[src/sdce_pkg.sv]
// Shared types, codes and the CRC-7 column table for the SD SPI command engine.
// No dependencies; imported by every other module of the block.
`default_nettype none

package sdce_pkg;

    localparam int FRAME_LEN   = 7;
    localparam int CRC_BITS    = 40;
    localparam logic [7:0] FILL_BYTE  = 8'hFF;
    localparam logic [1:0] START_BITS = 2'b01;
    localparam logic [7:0] RESP_BUSY  = 8'h80;

    localparam logic STATUS_OK      = 1'b0;
    localparam logic STATUS_TIMEOUT = 1'b1;

    localparam logic ACT_START   = 1'b0;
    localparam logic ACT_RECEIVE = 1'b1;

    localparam logic CFG_RESP_LIMIT = 1'b0;
    localparam logic CFG_BUSY_LIMIT = 1'b1;

    typedef enum logic [2:0] {
        PH_IDLE,
        PH_DISCARD,
        PH_POLL,
        PH_COLLECT,
        PH_BUSY
    } t_phase;

    typedef enum logic [1:0] {
        KIND_SEND,
        KIND_CONSUMED,
        KIND_RESPONSE,
        KIND_DONE
    } t_kind;

    typedef struct packed {
        logic [7:0]  received_byte;
        logic        busy_wait;
        logic [7:0]  match_byte;
        logic        match_enable;
        logic [3:0]  response_length;
        logic [31:0] cmd_argument;
        logic [5:0]  cmd_index;
        logic        action;
    } t_item;

    typedef struct packed {
        logic       last;
        logic       status;
        logic [2:0] pos;
        logic [7:0] data;
        t_kind      kind;
    } t_result;

    function automatic t_result mk_result(t_kind kind, logic [7:0] data, logic [2:0] pos,
                                          logic status, logic last);
        t_result r;
        r.kind   = kind;
        r.data   = data;
        r.pos    = pos;
        r.status = status;
        r.last   = last;
        return r;
    endfunction

    // CRC-7 (x^7 + x^3 + 1, zero start) is linear: column k is the CRC of the
    // 40-bit message with only bit k set. Evaluated at elaboration only.
    function automatic logic [CRC_BITS-1:0][6:0] crc7_cols();
        logic [CRC_BITS-1:0][6:0] cols;
        logic [6:0] crc;
        logic       top;
        for (int k = 0; k < CRC_BITS; k++) begin
            crc = '0;
            for (int b = CRC_BITS - 1; b >= 0; b--) begin
                top = crc[6] ^ (b == k);
                crc = {crc[5:0], 1'b0};
                if (top) begin
                    crc = crc ^ 7'h09;
                end
            end
            cols[k] = crc;
        end
        return cols;
    endfunction

    localparam logic [CRC_BITS-1:0][6:0] CRC7_COLS = crc7_cols();

endpackage

`default_nettype wire

[src/sd_spi_command_engine.sv]
// Top level of the SD-card SPI-mode command engine: input register, config registers,
// and the engine and result register. Depends on sdce_pkg, sdce_engine, sdce_burst.
//
//  channel  | dir | handshake                  | payload
//  ---------+-----+----------------------------+------------------------------------
//  s stream | in  | i_s_tvalid / o_s_tready    | tdata command or received byte, tuser action
//  m stream | out | o_m_tvalid / i_m_tready    | tdata result, tuser kind, tlast
//  config   | in  | i_cfg_valid / o_cfg_ready  | i_cfg_index, i_cfg_data (16 bit)
//
// An item is registered on accept; the engine evaluates it combinationally and its
// results (none to 7) load into the result register once that register is free.
// The result register sends one word per cycle while i_m_tready is high, and a
// new item's results load as the last word of the previous item goes out, so
// single-result items flow at one per cycle while the output does not stall.
// The input register refills while results wait, so a stalled output holds
// one item in flight plus the one at the input. Reset is synchronous, active
// low, and clears the phase, counters and valid flags; config resets to 8/32000.
`default_nettype none

module sd_spi_command_engine
    import sdce_pkg::*;
#(
    parameter int MAX_RESPONSE = 8
) (
    input  wire logic         i_clk,
    input  wire logic         i_rst_n,
    // slave stream
    input  wire logic         i_s_tvalid,
    output logic              o_s_tready,
    // [5:0] cmd_index, [37:6] cmd_argument, [41:38] response_length,
    // [42] match_enable, [50:43] match_byte, [51] busy_wait,
    // [59:52] received_byte, [63:60] zero
    input  wire logic [63:0]  i_s_tdata,
    // [0] action
    input  wire logic         i_s_tuser,
    // master stream
    output logic              o_m_tvalid,
    input  wire logic         i_m_tready,
    // [7:0] data, [10:8] byte_position, [11] status, [15:12] zero
    output logic [15:0]       o_m_tdata,
    // [1:0] kind
    output logic [1:0]        o_m_tuser,
    output logic              o_m_tlast,
    // config write
    input  wire logic         i_cfg_valid,
    output logic              o_cfg_ready,
    input  wire logic         i_cfg_index,
    input  wire logic [15:0]  i_cfg_data
);

    logic                     r_in_valid;
    t_item                    r_item;
    logic [15:0]              r_resp_limit;
    logic [15:0]              r_busy_limit;

    logic                     advance;
    logic                     burst_free;
    t_result [FRAME_LEN-1:0]  res;
    logic [2:0]               res_cnt;
    t_result                  out_res;

    // item leaves the input register when the result register can take its results
    assign advance     = r_in_valid && burst_free;
    assign o_s_tready  = !r_in_valid || burst_free;
    assign o_cfg_ready = 1'b1;

    always_ff @(posedge i_clk) begin
        if (!i_rst_n) begin
            r_in_valid <= 1'b0;
        end else if (o_s_tready) begin
            r_in_valid <= i_s_tvalid;
        end
    end

    always_ff @(posedge i_clk) begin
        if (i_s_tvalid && o_s_tready) begin
            r_item <= {i_s_tdata[59:0], i_s_tuser};
        end
    end

    always_ff @(posedge i_clk) begin
        if (!i_rst_n) begin
            r_resp_limit <= 16'd8;
            r_busy_limit <= 16'd32000;
        end else if (i_cfg_valid) begin
            unique case (i_cfg_index)
                CFG_RESP_LIMIT: r_resp_limit <= i_cfg_data;
                CFG_BUSY_LIMIT: r_busy_limit <= i_cfg_data;
                default:        r_resp_limit <= r_resp_limit;
            endcase
        end
    end

    sdce_engine #(
        .MAX_RESPONSE (MAX_RESPONSE)
    ) u_engine (
        .i_clk        (i_clk),
        .i_rst_n      (i_rst_n),
        .i_advance    (advance),
        .i_item       (r_item),
        .i_resp_limit (r_resp_limit),
        .i_busy_limit (r_busy_limit),
        .o_res        (res),
        .o_res_cnt    (res_cnt)
    );

    sdce_burst u_burst (
        .i_clk     (i_clk),
        .i_rst_n   (i_rst_n),
        .i_load    (advance),
        .i_res     (res),
        .i_res_cnt (res_cnt),
        .i_ready   (i_m_tready),
        .o_valid   (o_m_tvalid),
        .o_res     (out_res),
        .o_free    (burst_free)
    );

    assign o_m_tdata = {4'd0, out_res.status, out_res.pos, out_res.data};
    assign o_m_tuser = out_res.kind;
    assign o_m_tlast = out_res.last;

endmodule

`default_nettype wire

[src/sdce_engine.sv]
// Command state machine: phase and counters, plus the results of one item.
// Depends on sdce_pkg.
`default_nettype none

module sdce_engine
    import sdce_pkg::*;
#(
    parameter int MAX_RESPONSE = 8
) (
    input  wire logic                      i_clk,
    input  wire logic                      i_rst_n,
    input  wire logic                      i_advance,
    input  wire t_item                     i_item,
    input  wire logic [15:0]               i_resp_limit,
    input  wire logic [15:0]               i_busy_limit,
    output t_result [FRAME_LEN-1:0]        o_res,
    output logic [2:0]                     o_res_cnt
);

    localparam int CW = $clog2(MAX_RESPONSE + 1);

    t_phase          r_phase, n_phase;
    logic [15:0]     r_poll_count, n_poll_count;
    logic [CW-1:0]   r_collected, n_collected;
    logic [CW-1:0]   r_want, n_want;
    logic            r_match_mode, n_match_mode;
    logic [7:0]      r_match_value, n_match_value;
    logic            r_busy_mode, n_busy_mode;

    logic [7:0]      rx;
    logic [CW-1:0]   sat_len;
    logic            len_zero;
    logic [15:0]     resp_lim;
    logic [16:0]     poll_inc;
    logic            resp_expired;
    logic            busy_expired;
    logic            hit;
    logic [CW:0]     coll_inc;
    logic            first_done;
    logic            coll_done;
    logic            busy_zero;
    logic            ar_emit;
    logic [39:0]     msg;
    logic [6:0]      crc;

    assign rx       = i_item.received_byte;
    assign sat_len  = (int'(i_item.response_length) > MAX_RESPONSE) ? CW'(MAX_RESPONSE)
                    : CW'(i_item.response_length);
    assign len_zero = (i_item.response_length == 4'd0);
    assign resp_lim = (i_resp_limit == 16'd0) ? 16'd1 : i_resp_limit;
    assign poll_inc = {1'b0, r_poll_count} + 17'd1;
    assign resp_expired = (poll_inc >= {1'b0, resp_lim});
    assign busy_expired = (poll_inc >= {1'b0, i_busy_limit});
    assign hit = r_match_mode ? (rx == r_match_value) : ((rx & RESP_BUSY) == 8'd0);
    assign coll_inc   = {1'b0, r_collected} + (CW + 1)'(1);
    assign first_done = ({1'b0, r_want} <= (CW + 1)'(1));
    assign coll_done  = (coll_inc >= {1'b0, r_want});
    assign busy_zero  = (i_busy_limit == 16'd0);
    // after the last response byte a done result follows unless a busy wait starts
    assign ar_emit    = !r_busy_mode || busy_zero;

    assign msg = {START_BITS, i_item.cmd_index, i_item.cmd_argument};

    always_comb begin
        crc = '0;
        for (int k = 0; k < CRC_BITS; k++) begin
            if (msg[k]) begin
                crc = crc ^ CRC7_COLS[k];
            end
        end
    end

    // next state
    always_comb begin
        n_phase       = r_phase;
        n_poll_count  = r_poll_count;
        n_collected   = r_collected;
        n_want        = r_want;
        n_match_mode  = r_match_mode;
        n_match_value = r_match_value;
        n_busy_mode   = r_busy_mode;
        if (i_item.action == ACT_START) begin
            if (len_zero) begin
                n_phase = PH_IDLE;
            end else begin
                n_phase       = PH_DISCARD;
                n_want        = sat_len;
                n_match_mode  = i_item.match_enable;
                n_match_value = i_item.match_byte;
                n_busy_mode   = i_item.busy_wait;
                n_collected   = '0;
                n_poll_count  = '0;
            end
        end else begin
            unique case (r_phase)
                PH_DISCARD: begin
                    n_phase      = PH_POLL;
                    n_poll_count = '0;
                end
                PH_POLL: begin
                    n_poll_count = poll_inc[15:0];
                    if (hit) begin
                        n_collected = CW'(1);
                        if (!first_done) begin
                            n_phase = PH_COLLECT;
                        end else if (ar_emit) begin
                            n_phase = PH_IDLE;
                        end else begin
                            n_phase      = PH_BUSY;
                            n_poll_count = '0;
                        end
                    end else if (resp_expired) begin
                        n_phase = PH_IDLE;
                    end
                end
                PH_COLLECT: begin
                    n_collected = coll_inc[CW-1:0];
                    if (coll_done) begin
                        if (ar_emit) begin
                            n_phase = PH_IDLE;
                        end else begin
                            n_phase      = PH_BUSY;
                            n_poll_count = '0;
                        end
                    end
                end
                PH_BUSY: begin
                    n_poll_count = poll_inc[15:0];
                    if (busy_expired || rx != 8'd0) begin
                        n_phase = PH_IDLE;
                    end
                end
                default: begin
                    n_phase = PH_IDLE;
                end
            endcase
        end
    end

    // results
    always_comb begin
        o_res     = '0;
        o_res_cnt = 3'd0;
        if (i_item.action == ACT_START) begin
            if (len_zero) begin
                o_res[0]  = mk_result(KIND_DONE, 8'd0, 3'd0, STATUS_OK, 1'b1);
                o_res_cnt = 3'd1;
            end else begin
                o_res[0] = mk_result(KIND_SEND, FILL_BYTE, 3'd0, 1'b0, 1'b0);
                o_res[1] = mk_result(KIND_SEND, msg[39:32], 3'd1, 1'b0, 1'b0);
                o_res[2] = mk_result(KIND_SEND, msg[31:24], 3'd2, 1'b0, 1'b0);
                o_res[3] = mk_result(KIND_SEND, msg[23:16], 3'd3, 1'b0, 1'b0);
                o_res[4] = mk_result(KIND_SEND, msg[15:8],  3'd4, 1'b0, 1'b0);
                o_res[5] = mk_result(KIND_SEND, msg[7:0],   3'd5, 1'b0, 1'b0);
                o_res[6] = mk_result(KIND_SEND, {crc, 1'b1}, 3'd6, 1'b0, 1'b1);
                o_res_cnt = 3'(FRAME_LEN);
            end
        end else begin
            unique case (r_phase)
                PH_DISCARD: begin
                    o_res[0]  = mk_result(KIND_CONSUMED, rx, 3'd0, 1'b0, 1'b1);
                    o_res_cnt = 3'd1;
                end
                PH_POLL: begin
                    if (hit) begin
                        if (first_done && ar_emit) begin
                            o_res[0]  = mk_result(KIND_RESPONSE, rx, 3'd0, 1'b0, 1'b0);
                            o_res[1]  = mk_result(KIND_DONE, 8'd0, 3'd0, r_busy_mode, 1'b1);
                            o_res_cnt = 3'd2;
                        end else begin
                            o_res[0]  = mk_result(KIND_RESPONSE, rx, 3'd0, 1'b0, 1'b1);
                            o_res_cnt = 3'd1;
                        end
                    end else if (resp_expired) begin
                        o_res[0]  = mk_result(KIND_CONSUMED, rx, 3'd0, 1'b0, 1'b0);
                        o_res[1]  = mk_result(KIND_DONE, 8'd0, 3'd0, STATUS_TIMEOUT, 1'b1);
                        o_res_cnt = 3'd2;
                    end else begin
                        o_res[0]  = mk_result(KIND_CONSUMED, rx, 3'd0, 1'b0, 1'b1);
                        o_res_cnt = 3'd1;
                    end
                end
                PH_COLLECT: begin
                    if (coll_done && ar_emit) begin
                        o_res[0]  = mk_result(KIND_RESPONSE, rx, 3'(r_collected), 1'b0, 1'b0);
                        o_res[1]  = mk_result(KIND_DONE, 8'd0, 3'd0, r_busy_mode, 1'b1);
                        o_res_cnt = 3'd2;
                    end else begin
                        o_res[0]  = mk_result(KIND_RESPONSE, rx, 3'(r_collected), 1'b0, 1'b1);
                        o_res_cnt = 3'd1;
                    end
                end
                PH_BUSY: begin
                    if (busy_expired || rx != 8'd0) begin
                        o_res[0]  = mk_result(KIND_CONSUMED, rx, 3'd0, 1'b0, 1'b0);
                        o_res[1]  = mk_result(KIND_DONE, 8'd0, 3'd0,
                                              busy_expired ? STATUS_TIMEOUT : STATUS_OK, 1'b1);
                        o_res_cnt = 3'd2;
                    end else begin
                        o_res[0]  = mk_result(KIND_CONSUMED, rx, 3'd0, 1'b0, 1'b1);
                        o_res_cnt = 3'd1;
                    end
                end
                default: begin
                    o_res_cnt = 3'd0;
                end
            endcase
        end
    end

    always_ff @(posedge i_clk) begin
        if (!i_rst_n) begin
            r_phase       <= PH_IDLE;
            r_poll_count  <= '0;
            r_collected   <= '0;
            r_want        <= '0;
            r_match_mode  <= 1'b0;
            r_match_value <= '0;
            r_busy_mode   <= 1'b0;
        end else if (i_advance) begin
            r_phase       <= n_phase;
            r_poll_count  <= n_poll_count;
            r_collected   <= n_collected;
            r_want        <= n_want;
            r_match_mode  <= n_match_mode;
            r_match_value <= n_match_value;
            r_busy_mode   <= n_busy_mode;
        end
    end

endmodule

`default_nettype wire

[src/sdce_burst.sv]
// Result register: holds the results of one item and plays them out one per beat.
// Depends on sdce_pkg.
`default_nettype none

module sdce_burst
    import sdce_pkg::*;
(
    input  wire logic                      i_clk,
    input  wire logic                      i_rst_n,
    input  wire logic                      i_load,
    input  wire t_result [FRAME_LEN-1:0]   i_res,
    input  wire logic [2:0]                i_res_cnt,
    input  wire logic                      i_ready,
    output logic                           o_valid,
    output t_result                        o_res,
    output logic                           o_free
);

    t_result     r_res [FRAME_LEN];
    logic [2:0]  r_cnt;
    logic [2:0]  r_idx;
    logic        last_beat;

    assign o_valid   = (r_cnt != 3'd0);
    assign o_res     = r_res[r_idx];
    assign last_beat = (r_idx == r_cnt - 3'd1);
    // free now, or freed by the beat going out this cycle
    assign o_free    = !o_valid || (i_ready && last_beat);

    always_ff @(posedge i_clk) begin
        if (i_load) begin
            for (int k = 0; k < FRAME_LEN; k++) begin
                r_res[k] <= i_res[k];
            end
        end
    end

    always_ff @(posedge i_clk) begin
        if (!i_rst_n) begin
            r_cnt <= 3'd0;
            r_idx <= 3'd0;
        end else if (i_load) begin
            r_cnt <= i_res_cnt;
            r_idx <= 3'd0;
        end else if (o_valid && i_ready) begin
            if (last_beat) begin
                r_cnt <= 3'd0;
            end else begin
                r_idx <= r_idx + 3'd1;
            end
        end
    end

endmodule

`default_nettype wire
[config.mk]
export PLATFORM = sky130hd
export DESIGN_NAME = sd_spi_command_engine
export DESIGN_NICKNAME = d
export VERILOG_FILES = /design/src/sdce_pkg.sv /design/src/sd_spi_command_engine.sv /design/src/sdce_engine.sv /design/src/sdce_burst.sv
export SDC_FILE = /design/constraint.sdc
export NUM_CORES = 1
export LEC_CHECK = 0
export BUFFER_PORTS_ARGS = -buffer_cell sky130_fd_sc_hd__buf_2
export CAP_MARGIN = 5
export CORE_ASPECT_RATIO = 0.5
export CORE_MARGIN = 1
export CORE_UTILIZATION = 40
export DETAILED_ROUTE_END_ITERATION = 10
export PLACE_DENSITY = 0.61
export SLEW_MARGIN = 25
export SYNTH_ARGS = -nofsm -noshare
export SYNTH_HDL_FRONTEND = slang
export SYNTH_SLANG_ARGS = --single-unit
[constraint.sdc]
create_clock -name i_clk -period 6.1 [get_ports i_clk]
set_input_delay 0.61 -clock i_clk [delete_from_list [all_inputs] [get_ports i_clk]]
set_output_delay 0.61 -clock i_clk [all_outputs]
set_load 0.01 [all_outputs]
==> impl_metrics.yaml <==
cts:
  cts_setup_buffers: 0
  clk_latency_ns: 0.51
  clk_path_buf_depth: 3
  tritoncts: "yes"
  cts.sinks: 202
  cts-resized-gates: 0
  ctsHoldBuffers: 0
  clkSlewWorstSetupHoldPaths_ns: 0.07
  cts_max_level: 1
  numCtsBuffers: 20
  root_buffer: "clkbuf_16"
critical_path:
  cp_slowest_cell: "dfxtp_1"
  crit_chain: "ha_1 -> and4_1 -> nand3_1 -> nor2_1 -> xor2_1 -> ha_1 -> and2_0 -> nand4_1 -> or2_2 -> o22ai_1 -> o21ai_0 -> a311oi_1 -> nor2_1"
  required_ns: 6.35
  arrival_ns: 4.09
  critPathCaptureType: "register"
  critPathLaunchType: "register"
  slowest_delay_ns: 0.44
  path_class: "register to register"
  cp_max_fo: 7
sta:
  finalSetupViolCount: 0
  maxSlewHeadroom_pct: 46.4
  rsz0062_at_grt: "false"
  hold_viol_final: 0
  fmaxAchievable_mhz: 260
  fin_crit_sh_pct: 63.1
  worst_slew_pin_slew_ns: 0.804
  drv_slew: 0
  fin_skew_ns: 0.00951
  tns_ns: 0
  period_needed_ns: 3.85
floorplanning:
  die_h_microns: 114
  fp.dieArea_sq_um: 25900
  io_pins: 109
  start_util_pct: 41.3
  num_rows: 40
  die_w_microns: 226
  core_area_sq_um: 24400
global_routing:
  grt_use_total_pct: 18.1
  grt_max_degree: 54
  grt-ovfl-total: 0
  grt_pass1_wl_microns: 36500
  grt_pass1_vias: 7012
  antenna_found_initial: 0
layout:
  fin_util_pct: 47.3
  drive_gt1_share_pct: 16.1
  syn_to_final_growth_pct: 14.5
  nNetsFinal: 1163
  antenna_cells: 0
drt:
  vias: 7142
  viasPerCell: 5.16
  drc: 0
  ant_nets: 0
  dr.pass1.iters: 5
  drtIter0Drc: 464
  wl_per_cell_microns: 16.5
  wl_microns: 22900
logic_synthesis:
  synth_top_area_share_pct: 36.7
  synthCells: 949
  synth_area_leaders: "edfxtp_1, dfxtp_1, xnor2_1"
  yosysWarningCount: 0
  synth_most_common_cell: "nand2_1"
  synthArstFlopShare_pct: 0
  synth_common_cells: "nand2_1, edfxtp_1, dfxtp_1, xnor2_1, a21oi_1"
  synth_edf_count: 123
  yosysTopAreaCell: "edfxtp_1"
  syn_avg_cell_area_sq_um: 10.6
  ys_dominant_reg_cell: "edfxtp_1"
  yosysSeqAreaShare_pct: 52.3
  syn-cell-area_sq_um: 10100
  synth_cell_type_count: 68
  synth_seq_cells: 202
pwr:
  power_frac_comb_pct: 14.8
  intPower_mw: 2.45
  switching_share_pct: 26.0
  clkPwrFrac_pct: 36.6
  p_leak_nw: 4.35
  p_per_area_nw_per_um2: 287
  pwr-share-seq_pct: 48.7
  vdd_drop_max_v: 0.000150
  p_switching_uw: 863
status:
  outcome: "finished clean"
placement:
  dp.final_hpwl_microns: 16400
  port_buffers: 99
  place_congestion: 0.873
min_path:
  hold_path.class: "primary input to register"
run:
  maxCapViolCount: 0
==> worst paths after layout <==
path / startpoint / endpoint / slack (ns) / cells past startpoint
setup / recovery: u_engine.r_poll_count[0] / u_burst.r_res[0][14] / 2.25 / 13
hold / removal: i_s_tdata[38] / r_item[39] / 0.27 / 1
setup reg to reg: u_engine.r_poll_count[0] / u_burst.r_res[0][14] / 2.25 / 13
hold reg to reg: u_engine.r_want[3] / u_engine.r_want[3] / 0.46 / 2
==> cells by family (layout without fill, tap and decap cells) <==
group                    after synthesis  in the layout  share of synthesized area (%)
other                                  2              5                         0.0745
multiplexers                          27             27                           3.64
AO/OA/AOI/OAI                        155            155                           10.1
buffers and inverters                 96            193                           3.90
flip-flops                           202            202                           52.3
XOR/XNOR                             103            103                           8.95
AND/OR/NAND/NOR                      323            323                           15.9
adder cells (fa/ha/maj)               41             41                           5.09
==> power by group through the flow <==
| stage | registers [mW] | clock network [mW] | logic, mW |
|---|---|---|---|
| final | 1.61 | 1.21 | 0.489 |
| after global routing | 1.62 | 1.30 | 0.545 |
| after CTS | 1.61 | 1.25 | 0.493 |
| after detailed placement | 1.64 | 0 | 0.490 |
| after global placement | 1.64 | 0 | 0.484 |
| after floorplan | 1.62 | 0 | 0.372 |
==> cells in the final DEF, fill, tap and decap left out, drive strengths merged, types with 8 or more instances in the layout <==
| cell type | netlist | layout |
|---|---|---|
| a21oi | 61 | 61 |
| and2 | 46 | 46 |
| buf | 16 | 108 |
| clkbuf | 31 | 24 |
| clkinv | 1 | 8 |
| dfxtp | 79 | 79 |
| edfxtp | 123 | 123 |
| ha | 41 | 41 |
| inv | 48 | 50 |
| mux2i | 13 | 13 |
| nand2 | 124 | 124 |
| nand2b | 14 | 14 |
| nand3 | 37 | 37 |
| nand4 | 9 | 9 |
| nor2 | 36 | 36 |
| nor3 | 10 | 10 |
| nor4 | 11 | 11 |
| o21ai | 32 | 32 |
| o31ai | 9 | 9 |
| xnor2 | 79 | 79 |
| xor2 | 24 | 24 |
==> layout make-up <==
class	instances	area, sq um
clock buffer	24	537
timing repair buffer	108	583
clock inverter	12	97.6
multi-input combinational	654	4440
inverter	49	184
tap	336	420
sequential	202	5280
fill	2223	12800
==> stage by stage <==
step / worst slack (ns) / instances / total power, mW / hold slack [ns] / cell area [sq um]
5_1_grt: 1.97 / 1385 / 3.47 / 0.256 / 11500
6_report: 2.25 / 1385 / 3.32 / 0.272 / 11500
3_3_place_gp: 2.40 / 1348 / 2.13 / 0.446 / 10900
3_5_place_dp: 2.28 / 1348 / 2.13 / 0.449 / 10900
4_1_cts: 2.26 / 1384 / 3.36 / 0.249 / 11500
2_1_floorplan: 1.19 / 952 / 2.00 / 0.436 / 10100
==> flip-flops by register name (all words and copies together) (netlist names), 3 cells and up, named ones only <==
| register | flops |
|---|---|
| u_burst.r_res | 62 |
| u_engine.r_match_value | 8 |
| r_resp_limit | 16 |
| u_engine.r_poll_count | 16 |
| r_item | 61 |
| u_engine.r_want | 4 |
| u_engine.r_phase | 3 |
| u_burst.r_idx | 3 |
| u_engine.r_collected | 4 |
| u_burst.r_cnt | 3 |
| r_busy_limit | 16 |
==> per-layer routing <==
metal,vias up,wire length (microns),global-route usage (%)
li1,3512,-,-
met1,3476,10500,23.5
met2,115,11000,31.5
met3,39,874,3.16
met4,0,459,4.46
met5,-,0,0
==> critical path, delay by kind of cell, from the launching register on <==
kind	cells	cell delay, ns
flops	1	0.44
fa+ha+maj	2	0.51
compound gates	3	0.88
simple gates	7	1.43
xor+xnor	1	0.31
(Power assumes the default switching activity.)
